<file path="config.mk">
export PLATFORM = sky130hd
export DESIGN_NAME = line_rasterizer
export DESIGN_NICKNAME = d
export VERILOG_FILES = /design/src/rtl/core/lr_pkg.sv /design/src/rtl/core/lr_step.sv /design/src/rtl/core/lr_result_queue.sv /design/src/rtl/core/line_rasterizer.sv
export SDC_FILE = /design/constraint.sdc
export NUM_CORES = 1
export LEC_CHECK = 0
export BUFFER_PORTS_ARGS = -buffer_cell sky130_fd_sc_hd__buf_2
export CORE_MARGIN = 8
export CORE_UTILIZATION = 49
export CTS_CLUSTER_SIZE = 14
export DETAILED_ROUTE_END_ITERATION = 10
export PLACE_DENSITY = 0.66
export SYNTH_ARGS = -nofsm -noshare
export SYNTH_HDL_FRONTEND = slang
export SYNTH_SLANG_ARGS = --single-unit
</file>
<file path="constraint.sdc">
create_clock -name clk_i -period 8.2 [get_ports clk_i]
set_input_delay 0.41 -clock clk_i [delete_from_list [all_inputs] [get_ports clk_i]]
set_output_delay 0.41 -clock clk_i [all_outputs]
set_load 0.01 [all_outputs]
</file>
<file path="src/rtl/core/lr_pkg.sv">
// Shared types, widths and codes for the line rasterizer.
`default_nettype none

package lr_pkg;

  localparam int CoordBits = 10;
  localparam int ErrBits   = CoordBits + 2;
  localparam int LeftBits  = CoordBits + 1;

  typedef logic [CoordBits-1:0] coord_t;
  typedef logic [ErrBits-1:0]   err_t;
  typedef logic [LeftBits-1:0]  left_t;
  typedef logic [1:0]           dir_t;

  // 2-bit two's complement step directions
  localparam dir_t DirZero = 2'd0;
  localparam dir_t DirPos  = 2'd1;
  localparam dir_t DirNeg  = 2'd3;

  localparam logic ModeStart = 1'b0;
  localparam logic ModeStep  = 1'b1;

  typedef struct packed {
    logic   mode;
    coord_t start_x;
    coord_t start_y;
    coord_t end_x;
    coord_t end_y;
  } item_t;

  typedef struct packed {
    coord_t cur_col;
    coord_t cur_row;
    err_t   col_error;
    err_t   row_error;
    coord_t abs_dx;
    coord_t abs_dy;
    coord_t major_len;
    dir_t   col_dir;
    dir_t   row_dir;
    left_t  points_left;
    logic   busy;
  } state_t;

  typedef struct packed {
    coord_t point_x;
    coord_t point_y;
    logic   point_valid;
    logic   last_point;
  } result_t;

endpackage

`default_nettype wire

</file>
<file path="src/rtl/core/lr_step.sv">
// Combinational DDA step: current state plus one item gives next state and at most one point.
`default_nettype none

module lr_step (
  input  lr_pkg::item_t   item_i,
  input  lr_pkg::state_t  state_i,
  output lr_pkg::state_t  state_o,
  output lr_pkg::result_t result_o
);

  function automatic lr_pkg::coord_t move(input lr_pkg::coord_t pos, input lr_pkg::dir_t dir);
    lr_pkg::coord_t res;
    res = pos;
    if (dir == lr_pkg::DirPos) begin
      res = pos + lr_pkg::CoordBits'(1);
    end else if (dir == lr_pkg::DirNeg) begin
      res = pos - lr_pkg::CoordBits'(1);
    end
    return res;
  endfunction

  lr_pkg::state_t base;
  lr_pkg::coord_t dx_mag, dy_mag, major;
  lr_pkg::dir_t   cdir, rdir;
  lr_pkg::err_t   col_sum, row_sum, major_ext;
  lr_pkg::left_t  left_dec;
  logic           emit;

  always_comb begin
    // deltas and directions of a new line
    if (item_i.end_x > item_i.start_x) begin
      dx_mag = item_i.end_x - item_i.start_x;
      cdir   = lr_pkg::DirPos;
    end else if (item_i.end_x < item_i.start_x) begin
      dx_mag = item_i.start_x - item_i.end_x;
      cdir   = lr_pkg::DirNeg;
    end else begin
      dx_mag = '0;
      cdir   = lr_pkg::DirZero;
    end
    if (item_i.end_y > item_i.start_y) begin
      dy_mag = item_i.end_y - item_i.start_y;
      rdir   = lr_pkg::DirPos;
    end else if (item_i.end_y < item_i.start_y) begin
      dy_mag = item_i.start_y - item_i.end_y;
      rdir   = lr_pkg::DirNeg;
    end else begin
      dy_mag = '0;
      rdir   = lr_pkg::DirZero;
    end
    major = (dx_mag > dy_mag) ? dx_mag : dy_mag;

    base = state_i;
    if (item_i.mode == lr_pkg::ModeStart) begin
      base.cur_col     = item_i.start_x;
      base.cur_row     = item_i.start_y;
      base.col_error   = '0;
      base.row_error   = '0;
      base.abs_dx      = dx_mag;
      base.abs_dy      = dy_mag;
      base.major_len   = major;
      base.col_dir     = cdir;
      base.row_dir     = rdir;
      base.points_left = lr_pkg::LeftBits'(major) + lr_pkg::LeftBits'(2);
      base.busy        = 1'b1;
    end

    emit = (item_i.mode == lr_pkg::ModeStart) || state_i.busy;

    left_dec  = base.points_left - lr_pkg::LeftBits'(1);
    major_ext = lr_pkg::ErrBits'(base.major_len);
    col_sum   = base.col_error + lr_pkg::ErrBits'(base.abs_dx);
    row_sum   = base.row_error + lr_pkg::ErrBits'(base.abs_dy);

    result_o = '0;
    state_o  = state_i;
    if (emit) begin
      result_o.point_x     = base.cur_col;
      result_o.point_y     = base.cur_row;
      result_o.point_valid = 1'b1;
      result_o.last_point  = (left_dec == '0);

      state_o             = base;
      state_o.points_left = left_dec;
      state_o.busy        = (left_dec != '0);
      state_o.col_error   = col_sum;
      state_o.row_error   = row_sum;
      if (col_sum > major_ext) begin
        state_o.col_error = col_sum - major_ext;
        state_o.cur_col   = move(base.cur_col, base.col_dir);
      end
      if (row_sum > major_ext) begin
        state_o.row_error = row_sum - major_ext;
        state_o.cur_row   = move(base.cur_row, base.row_dir);
      end
    end
  end

endmodule

`default_nettype wire

</file>
<file path="src/rtl/core/lr_result_queue.sv">
// Two-entry result queue that decouples the step logic from output stall.
`default_nettype none

module lr_result_queue (
  input  logic            clk_i,
  input  logic            rst_ni,
  input  logic            push_i,
  input  lr_pkg::result_t data_i,
  output logic            room_o,
  output logic            out_valid_o,
  input  logic            out_stall_i,
  output lr_pkg::result_t data_o
);

  lr_pkg::result_t mem_q [2];
  logic       wr_ptr_q, wr_ptr_d;
  logic       rd_ptr_q, rd_ptr_d;
  logic [1:0] count_q, count_d;
  logic       pop;

  assign out_valid_o = (count_q != 2'd0);
  assign pop         = out_valid_o && !out_stall_i;
  // a full queue still takes a transaction in the cycle it drains one
  assign room_o      = (count_q != 2'd2) || pop;
  assign data_o      = mem_q[rd_ptr_q];

  always_comb begin
    wr_ptr_d = push_i ? !wr_ptr_q : wr_ptr_q;
    rd_ptr_d = pop ? !rd_ptr_q : rd_ptr_q;
    count_d  = count_q;
    if (push_i && !pop) begin
      count_d = count_q + 2'd1;
    end else if (pop && !push_i) begin
      count_d = count_q - 2'd1;
    end
  end

  always_ff @(posedge clk_i or negedge rst_ni) begin
    if (!rst_ni) begin
      wr_ptr_q <= 1'b0;
      rd_ptr_q <= 1'b0;
      count_q  <= 2'd0;
    end else begin
      wr_ptr_q <= wr_ptr_d;
      rd_ptr_q <= rd_ptr_d;
      count_q  <= count_d;
    end
  end

  always_ff @(posedge clk_i) begin
    if (push_i) begin
      mem_q[wr_ptr_q] <= data_i;
    end
  end

endmodule

`default_nettype wire

</file>
<file path="src/rtl/core/line_rasterizer.sv">
// Line rasterizer top level: input register, DDA state and step logic, result queue.
// An accepted item is held in the input register until the result queue has room,
// then its point is written into the queue, which offers it on the output.
// Throughput: one item per cycle while the result queue has room, set by the combinational state update in lr_step.
// The two-entry result queue keeps input flowing while the output is stalled, until it fills.
// Reset (rst_ni low, asynchronous) empties both stages and clears the line state
// to idle with all coordinates, errors and counts at zero.
`default_nettype none

module line_rasterizer (
  input  logic                       clk_i,
  input  logic                       rst_ni,
  input  logic                       in_valid_i,
  output logic                       in_stall_o,
  input  logic                       mode_i,
  input  logic [lr_pkg::CoordBits-1:0] start_x_i,
  input  logic [lr_pkg::CoordBits-1:0] start_y_i,
  input  logic [lr_pkg::CoordBits-1:0] end_x_i,
  input  logic [lr_pkg::CoordBits-1:0] end_y_i,
  output logic                       out_valid_o,
  input  logic                       out_stall_i,
  output logic [lr_pkg::CoordBits-1:0] point_x_o,
  output logic [lr_pkg::CoordBits-1:0] point_y_o,
  output logic                       point_valid_o,
  output logic                       last_point_o
);

  lr_pkg::item_t   item_q, item_d;
  logic            item_valid_q, item_valid_d;
  lr_pkg::state_t  state_q, state_d, state_next;
  lr_pkg::result_t step_result, out_result;
  logic            room, fire, in_take;

  assign fire       = item_valid_q && room;
  assign in_stall_o = item_valid_q && !room;
  assign in_take    = in_valid_i && !in_stall_o;

  always_comb begin
    item_valid_d = item_valid_q;
    item_d       = item_q;
    if (in_take) begin
      item_valid_d   = 1'b1;
      item_d.mode    = mode_i;
      item_d.start_x = start_x_i;
      item_d.start_y = start_y_i;
      item_d.end_x   = end_x_i;
      item_d.end_y   = end_y_i;
    end else if (fire) begin
      item_valid_d = 1'b0;
    end
    state_d = fire ? state_next : state_q;
  end

  always_ff @(posedge clk_i or negedge rst_ni) begin
    if (!rst_ni) begin
      item_valid_q <= 1'b0;
      state_q      <= '0;
    end else begin
      item_valid_q <= item_valid_d;
      state_q      <= state_d;
    end
  end

  always_ff @(posedge clk_i) begin
    item_q <= item_d;
  end

  lr_step u_step (
    .item_i   (item_q),
    .state_i  (state_q),
    .state_o  (state_next),
    .result_o (step_result)
  );

  lr_result_queue u_queue (
    .clk_i       (clk_i),
    .rst_ni      (rst_ni),
    .push_i      (fire),
    .data_i      (step_result),
    .room_o      (room),
    .out_valid_o (out_valid_o),
    .out_stall_i (out_stall_i),
    .data_o      (out_result)
  );

  assign point_x_o     = out_result.point_x;
  assign point_y_o     = out_result.point_y;
  assign point_valid_o = out_result.point_valid;
  assign last_point_o  = out_result.last_point;

endmodule

`default_nettype wire

</file>
==> flow_summary_export.csv, run 1 <==
group,metric,value,unit
sta,clock.fmax,131,MHz
floorplanning,die_w,180,µm
logic_synthesis,synth_compound_area_share,18.1,%
sta,hold_violations,0,
logic_synthesis,synth_xor_area_share,4.87,%
floorplanning,io_pins,69,
logic_synthesis,yosysUniqueCellTypes,92,
logic_synthesis,ys_seq_elements,180,
logic_synthesis,syn_area,13100,µm²
global_routing,track_usage,21.2,%
pwr,vdd_drop_max,0.000532,V
sta,finalCriticalPeriod,7.66,ns
setup_path,cp-end-kind,"flop",
logic_synthesis,synth_top_family_by_area,"compound AO/OA/AOI/OAI gates",
logic_synthesis,yosysWarnings,0,
sta,whs,0.125,ns
outcome,outcome,"finished clean",
clock_tree,clockBufferDepth,2,
placement,post-dp-hpwl,25.6,mm
clock_tree,clock-sinks,180,
global_routing,first_global_vias,10661,
global_routing,grt_pass1_wl,56.1,mm
logic_synthesis,synthAdderAreaFrac,10.4,%
clock_tree,cts_root_buffer,"clkbuf_16",
sta,fin_worst_skew,0.0205,ns
logic_synthesis,synth_top_area_share,19.5,%
placement,gp_congestion,0.931,
logic_synthesis,synthSimpleGateAreaFrac,16.4,%
logic_synthesis,syn_nets,1576,
sta,tightest_slew,1.11,ns
logic_synthesis,synth_cells,1427,
clock_tree,clk_latency,0.45,ns
route,drc,0,
logic_synthesis,yosys-top-cells-area,"edfxtp_1 19%, dfrtp_1 18%, ha_1 9.2%, nand2_1 5.5%, o21ai_0 4.2%",
route,first_pass_iters,7,
floorplanning,die_h,180,µm
min_path,hold_path_class,"input port to flop",
logic_synthesis,synth_edf_count,85,
floorplanning,rows,60,
sta,fin_crit_sh,93.4,%
setup_path,reg2reg_from,"item_q[10]",
floorplanning,dieArea,32200,µm²
pwr,p_leak,6.48,nW
sta,setup_viol,0,
floorplanning,initial_core_util,49.3,%
pwr,powerDensity,443,nW/µm²
logic_synthesis,synthArstFlopShare,52.8,%
setup_path,rrSetupSlack,0.54,ns
logic_synthesis,synth-seq-area-share,37.6,%
min_path,min_to,"item_q[40]",
setup_path,worstPathArrival,8.00,ns
route,drtIter0Drc,754,
min_path,hp-start,"mode_i",
global_routing,antenna_found_initial,0,
route,routed_via_density,5.80,
route,drt_wl_total,34.2,mm
setup_path,crit_type,"flop to flop",
route,vias,10644,
min_path,whs_path_depth,1,
logic_synthesis,synth_ff_type,"dfrtp_1",
global_routing,grt_max_degree,90,
floorplanning,core,26600,µm²
clock_tree,clk_pin_slew,0.09,ns
clock_tree,cts_tree,"done",
setup_path,rr_worst_depth,36,
setup_path,critical_path.max_stage_delay,0.44,ns
setup_path,critPathMaxFanout,29,
final_layout,postLayoutCoreUtil,54.5,%
sta,drv_slew,0,
setup_path,critPathLaunch,"item_q[10]",
setup_path,cp-start-kind,"flop",
final_layout,drive_above_1_share,14.2,%
setup_path,regToRegEndpoint,"state_q[89]",
placement,io_buffers,68,
logic_synthesis,synthMuxAreaShare,7.78,%
final_layout,finish.net_count,1631,
route,drtAntennaViolNets,0,
global_routing,overflow,0,
final_layout,n_antenna_cell,0,
job,maxCapViolCount,0,
logic_synthesis,syn_area_per_cell,9.18,µm²
sta,relSlewSlack,25.9,%
clock_tree,h-tree-depth,4,
route,routedWlPerCell,18.6,µm
final_layout,area_growth,10.5,%
setup_path,slowest_stage,"fa_1",
setup_path,cp.required,8.54,ns
final_layout,fillers,2456,
sta,setup_tns,0,ns
clock_tree,numCtsBuffers,17,
logic_synthesis,synth.largest_area_cell,"edfxtp_1",
[registers in the layout, summed over array words and instances, names as in the netlist]
register and cells:
item_q 41, u_queue.rd_ptr_q 1, state_q 90, item_valid_q 1
u_queue.wr_ptr_q 1, u_queue.mem_q 44, u_queue.count_q 2
[logic make-up (layout without fill, tap and decap cells)]
group / after synthesis / count (layout)
compound gates: 359 / 359
xor+xnor: 72 / 72
fa+ha+maj: 104 / 104
buf+inv: 162 / 230
flops: 180 / 180
mux: 95 / 95
simple gates: 455 / 455
[cell usage in the layout (no fill, tap or decap), drive strengths merged, types with 13 or more instances in the layout]
master and count:
a211oi 18, a21o 24, a21oi 69, and2 32, buf 96, clkbuf 18
dfrtp 95, edfxtp 85, ha 96, inv 108, mux2 42, mux2i 53
nand2 194, nand3 31, nand4 13, nor2 91, nor3 23, o21ai 120
o21bai 22, xnor2 47, xor2 25
[worst max path at each step]
stage | end | slack (ns) | cells past startpoint
2_1_floorplan | state_q[87] | 0.89 | 35
3_3_place_gp | state_q[89] | 0.66 | 36
3_5_place_dp | state_q[89] | 0.45 | 35
4_1_cts | state_q[89] | 0.37 | 35
5_1_grt | state_q[89] | -0.004 | 35
6_report | state_q[89] | 0.54 | 36
[worst max-delay path, delay by kind of cell, from the launching register on]
kind / cells / cell delay, ns
adders and majority gates: 5 / 1.47
muxes: 1 / 0.16
buffers and inverters: 6 / 0.71
and+or+nand+nor: 5 / 0.82
DFF: 1 / 0.40
AOI/OAI and AO/OA: 18 / 3.87
xor gates and xnor gates: 1 / 0.08
[final cells by class]
class	instances	area, µm²	area share [%]
clock buffers	18	429	2.96
clock inverters	14	158	1.09
repair buffers	97	576	3.97
flip-flops and latches	180	4930	34.0
multi-input cells	1085	7590	52.4
inverters	101	379	2.62
well taps	341	427	2.95
[cells in the mapped netlist, drive strengths merged (4+ instances only)]
library cell  instances
mux2i                53
nand2               194
o21ai               120
o211a                 6
a211oi               18
or4                   7
a31o                  4
a21o                 24
a41oi                 4
o21bai               22
xnor2                47
nand3                31
a211o                 4
and3                 10
nand4                13
a221oi                5
inv                 100
a21oi                69
nor2b                 7
dfrtp                95
clkbuf               41
nand2b               10
and4                  6
o21a                 10
nor2                 91
nor4                  6
or2                   6
mux2                 42
a21boi                6
a22oi                 4
o22ai                 9
xor2                 25
nor3                 23
o31a                  4
fa                    8
edfxtp               85
o211ai                6
buf                  20
a31oi                11
ha                   96
or3                   7
and2                 32
[layer usage]
| layer | share of wire (%) | GRT usage [%] |
|---|---|---|
| met2 | 49 | 36.7 |
| met3 | 3.7 | 3.29 |
| met4 | 1.2 | 5.07 |
| met5 | 0 | 0 |
| met1 | 46 | 27.4 |
[per-stage QoR]
step                instances  power, W  setup WS, ns  instance area (µm²)
finish                   1836   0.00641         0.543                14500
global route             1836   0.00697      -0.00416                14500
CTS                      1833   0.00640         0.374                14400
detailed placement       1800   0.00554         0.448                13800
global placement         1800   0.00546         0.665                13800
floorplan                1427   0.00450         0.888                13100
[repair_timing]
item,in CTS,in global routing
buffers inserted,0,3
endpoints found under the hold margin,28,0
hold buffers,1,0
endpoints found under the setup margin,0,35
resized for setup,0,4
[power breakdown]
group	internal [W]	switching, W	leakage [nW]
Combinational	0.00170	0.00238	4.23
Sequential	0.00130	0.000197	1.97
Clock	0.000411	0.000430	0.281
Power figures use the tool's default switching activity.
==> run 2: changes to the inputs <==
--- a/config.mk
+++ b/config.mk
@@ -10,7 +10,9 @@
 export CORE_UTILIZATION = 49
 export CTS_CLUSTER_SIZE = 14
 export DETAILED_ROUTE_END_ITERATION = 10
+export MAX_ROUTING_LAYER = met4
 export PLACE_DENSITY = 0.66
 export SYNTH_ARGS = -nofsm -noshare
 export SYNTH_HDL_FRONTEND = slang
+export SYNTH_HIERARCHICAL = 1
 export SYNTH_SLANG_ARGS = --single-unit
==> run 2 against run 1 <==
Register-to-register slack got worse by 0.11 ns. Sequential share of layout area decreased by 3.3 points. Flip-flop and latch count unchanged. Via count increased by 9.7%. Non-clock buffer count increased by 6. Critical path type unchanged. Critical endpoint is now state_q[83]. Largest cell class unchanged.
==> flow_summary_export.csv, run 2 <==
group,metric,value,unit
setup_path,cp-start-kind,"flop",
sta,setup_tns,0,ns
logic_synthesis,synth_common_cells,"125 x nand2_1, 117 x inv_1, 106 x nor2_1",
floorplanning,dieArea,36000,µm²
sta,clock.fmax,129,MHz
setup_path,rrSetupSlack,0.44,ns
final_layout,final_common_cell,"nand2_1",
clock_tree,cts_root_buffer,"clkbuf_16",
final_layout,n_antenna_cell,0,
logic_synthesis,yosysUniqueCellTypes,97,
placement,post-dp-hpwl,28.7,mm
final_layout,regMostFlops,"state_q",
setup_path,rr_worst_depth,32,
route,first_pass_iters,5,
route,drc,0,
outcome,outcome,"finished clean",
route,routed_via_density,5.88,
clock_tree,numCtsBuffers,17,
logic_synthesis,synth-seq-area-share,33.4,%
logic_synthesis,synth_compound_area_share,16.6,%
final_layout,largest_reg_flops,90,
min_path,hold_path_class,"input port to flop",
logic_synthesis,synth_ff_type,"dfrtp_1",
clock_tree,clockBufferDepth,2,
placement,gp_congestion,0.940,
floorplanning,die_w,190,µm
floorplanning,io_pins,69,
route,vias,11673,
pwr,vdd_drop_max,0.000227,V
logic_synthesis,synth.largest_area_cell,"edfxtp_1",
setup_path,worstPathArrival,8.09,ns
sta,tightest_slew,1.10,ns
setup_path,cp.required,8.53,ns
final_layout,area_growth,8.68,%
clock_tree,cts_tree,"done",
setup_path,critPathMaxFanout,10,
sta,hold_violations,0,
sta,setup_viol,0,
setup_path,reg2reg_from,"item_q[0]",
placement,place_ws,0.224,ns
final_layout,drive_above_1_share,20.0,%
global_routing,track_usage,22.3,%
logic_synthesis,synth_top_area_share,17.3,%
clock_tree,clk_latency,0.45,ns
floorplanning,core,29600,µm²
sta,drv_slew,0,
logic_synthesis,yosysWarnings,6,
clock_tree,clock-sinks,180,
final_layout,reg_top3,"state_q x90, u_queue/mem_q x44, item_q x41",
global_routing,antenna_found_initial,0,
sta,relSlewSlack,26.0,%
setup_path,slowest_stage,"or3_1",
logic_synthesis,synth_xor_area_share,3.44,%
logic_synthesis,syn_area_per_cell,9.69,µm²
route,routedWlPerCell,19.9,µm
global_routing,grt_max_degree,121,
final_layout,finish.net_count,1730,
logic_synthesis,synthSimpleGateAreaFrac,14.7,%
sta,worst_slack,0.435,ns
setup_path,critical_path.max_stage_delay,0.47,ns
logic_synthesis,synth_edf_count,85,
clock_tree,h-tree-depth,4,
final_layout,mostFrequentLayoutCells,"124 x nand2_1, 117 x inv_1, 105 x nor2_1",
logic_synthesis,syn_nets,1673,
logic_synthesis,synthAdderAreaFrac,9.22,%
setup_path,crit_type,"flop to flop",
sta,rsz0062_at_grt,"false",
min_path,hp-start,"end_x_i[5]",
floorplanning,initial_core_util,49.8,%
min_path,min_to,"item_q[15]",
sta,fin_crit_sh,94.7,%
setup_path,regToRegEndpoint,"state_q[83]",
final_layout,postLayoutCoreUtil,54.2,%
route,drtIter0Drc,809,
logic_synthesis,synth_most_common_cell,"nand2_1",
route,drtAntennaViolNets,0,
setup_path,cp-end-kind,"flop",
global_routing,first_global_vias,11120,
logic_synthesis,yosys-top-cells-area,"edfxtp_1 17%, dfrtp_1 16%, mux2_4 9.5%, ha_1 8.1%, mux2_2 4.2%",
logic_synthesis,syn_area,14800,µm²
logic_synthesis,synthArstFlopShare,52.8,%
pwr,powerDensity,484,nW/µm²
logic_synthesis,synth_cells,1524,
pwr,p_leak,7.16,nW
pwr,totalPowerFinal,0.00778,W
global_routing,overflow,0,
placement,io_buffers,68,
floorplanning,rows,63,
floorplanning,die_h,190,µm
route,drt_wl_total,39.4,mm
logic_synthesis,synthMuxAreaShare,16.6,%
min_path,whs_path_depth,1,
sta,finalCriticalPeriod,7.76,ns
logic_synthesis,ys_seq_elements,180,
logic_synthesis,synth_top_family_by_area,"multiplexers",
global_routing,grt_pass1_wl,61.9,mm
sta,fin_worst_skew,0.0129,ns
clock_tree,clk_pin_slew,0.08,ns
job,maxCapViolCount,0,
run 2: cell count changes after synthesis, moves of 18 or more:
| cell | before | now |
|---|---|---|
| nand2_1 | 193 | 125 |
| o21bai_1 | 22 | 4 |
| inv_1 | 99 | 117 |
| mux2_4 | 0 | 93 |
| o21ai_0 | 111 | 93 |
run 2: cell families after synthesis:
| logic type | after synthesis |
|---|---|
| AO/OA/AOI/OAI | 367 |
| XOR/XNOR | 58 |
| AND/OR/NAND/NOR | 438 |
| flip-flops | 180 |
| buffers and inverters | 186 |
| adder cells (fa/ha/maj) | 104 |
| multiplexers | 191 |
run 2: per-stage QoR:
stage | cells | cell area, µm² | hold slack [ns]
floorplan | 1524 | 14800 | 0.114
global placement | 1948 | 15400 | 0.341
detailed placement | 1948 | 15400 | 0.342
CTS | 1981 | 16000 | 0.117
global route | 1984 | 16100 | 0.111
finish | 1984 | 16100 | 0.129
run 2: timing repair:
action / CTS / global route
buffers inserted: 0 / 3
hold endpoints to repair: 21 / 0
endpoints found under the setup margin: 0 / 40
hold buffers: 1 / 0
gates resized for setup: 0 / 8
run 2: power by group:
group	total, W	internal [W]	leakage [nW]	switching [W]
sequential	0.00154	0.00132	1.92	0.000225
combinational	0.00539	0.00252	4.96	0.00287
clock	0.000841	0.000411	0.281	0.000430
total	0.00778	0.00425	7.16	0.00353
run 2: worst max-delay path by stage:
stage / to / start / slack, ns
floorplan: state_q[70] / item_q[0] / 0.66
global placement: state_q[78] / item_q[20] / 0.41
detailed placement: state_q[78] / item_q[20] / 0.22
CTS: state_q[78] / item_q[20] / 0.18
global route: state_q[83] / item_q[0] / 0.03
finish: state_q[83] / item_q[0] / 0.44
run 2: final cells by class:
cell class	instances	area (µm²)
Fill cell	2699	13600
Multi-Input combinational cell	1158	8970
Sequential cell	180	4930
Timing Repair Buffer	103	621
Tap cell	390	488
Inverter	121	457
Clock buffer	18	429
Clock inverter	14	158
run 2: layer usage:
layer	routed length, µm	up-vias	share of wire, %	GRT usage, %
li1	-	5617	-	-
met1	18800	5668	48	30.6
met2	17700	343	45	34.4
met3	2070	45	5.2	2.98
met4	762	0	1.9	5.56
met5	0	-	0	-
run 2: worst max-delay path: cells and delay by family, from the launching register on:
family                   cells  cell delay, ns
buffers and inverters        6            0.82
flip-flops                   1            0.39
multiplexers                 1            0.32
XOR/XNOR                     1            0.12
AO/OA/AOI/OAI               15            3.56
adder cells (fa/ha/maj)      4            1.09
AND/OR/NAND/NOR              5            1.33
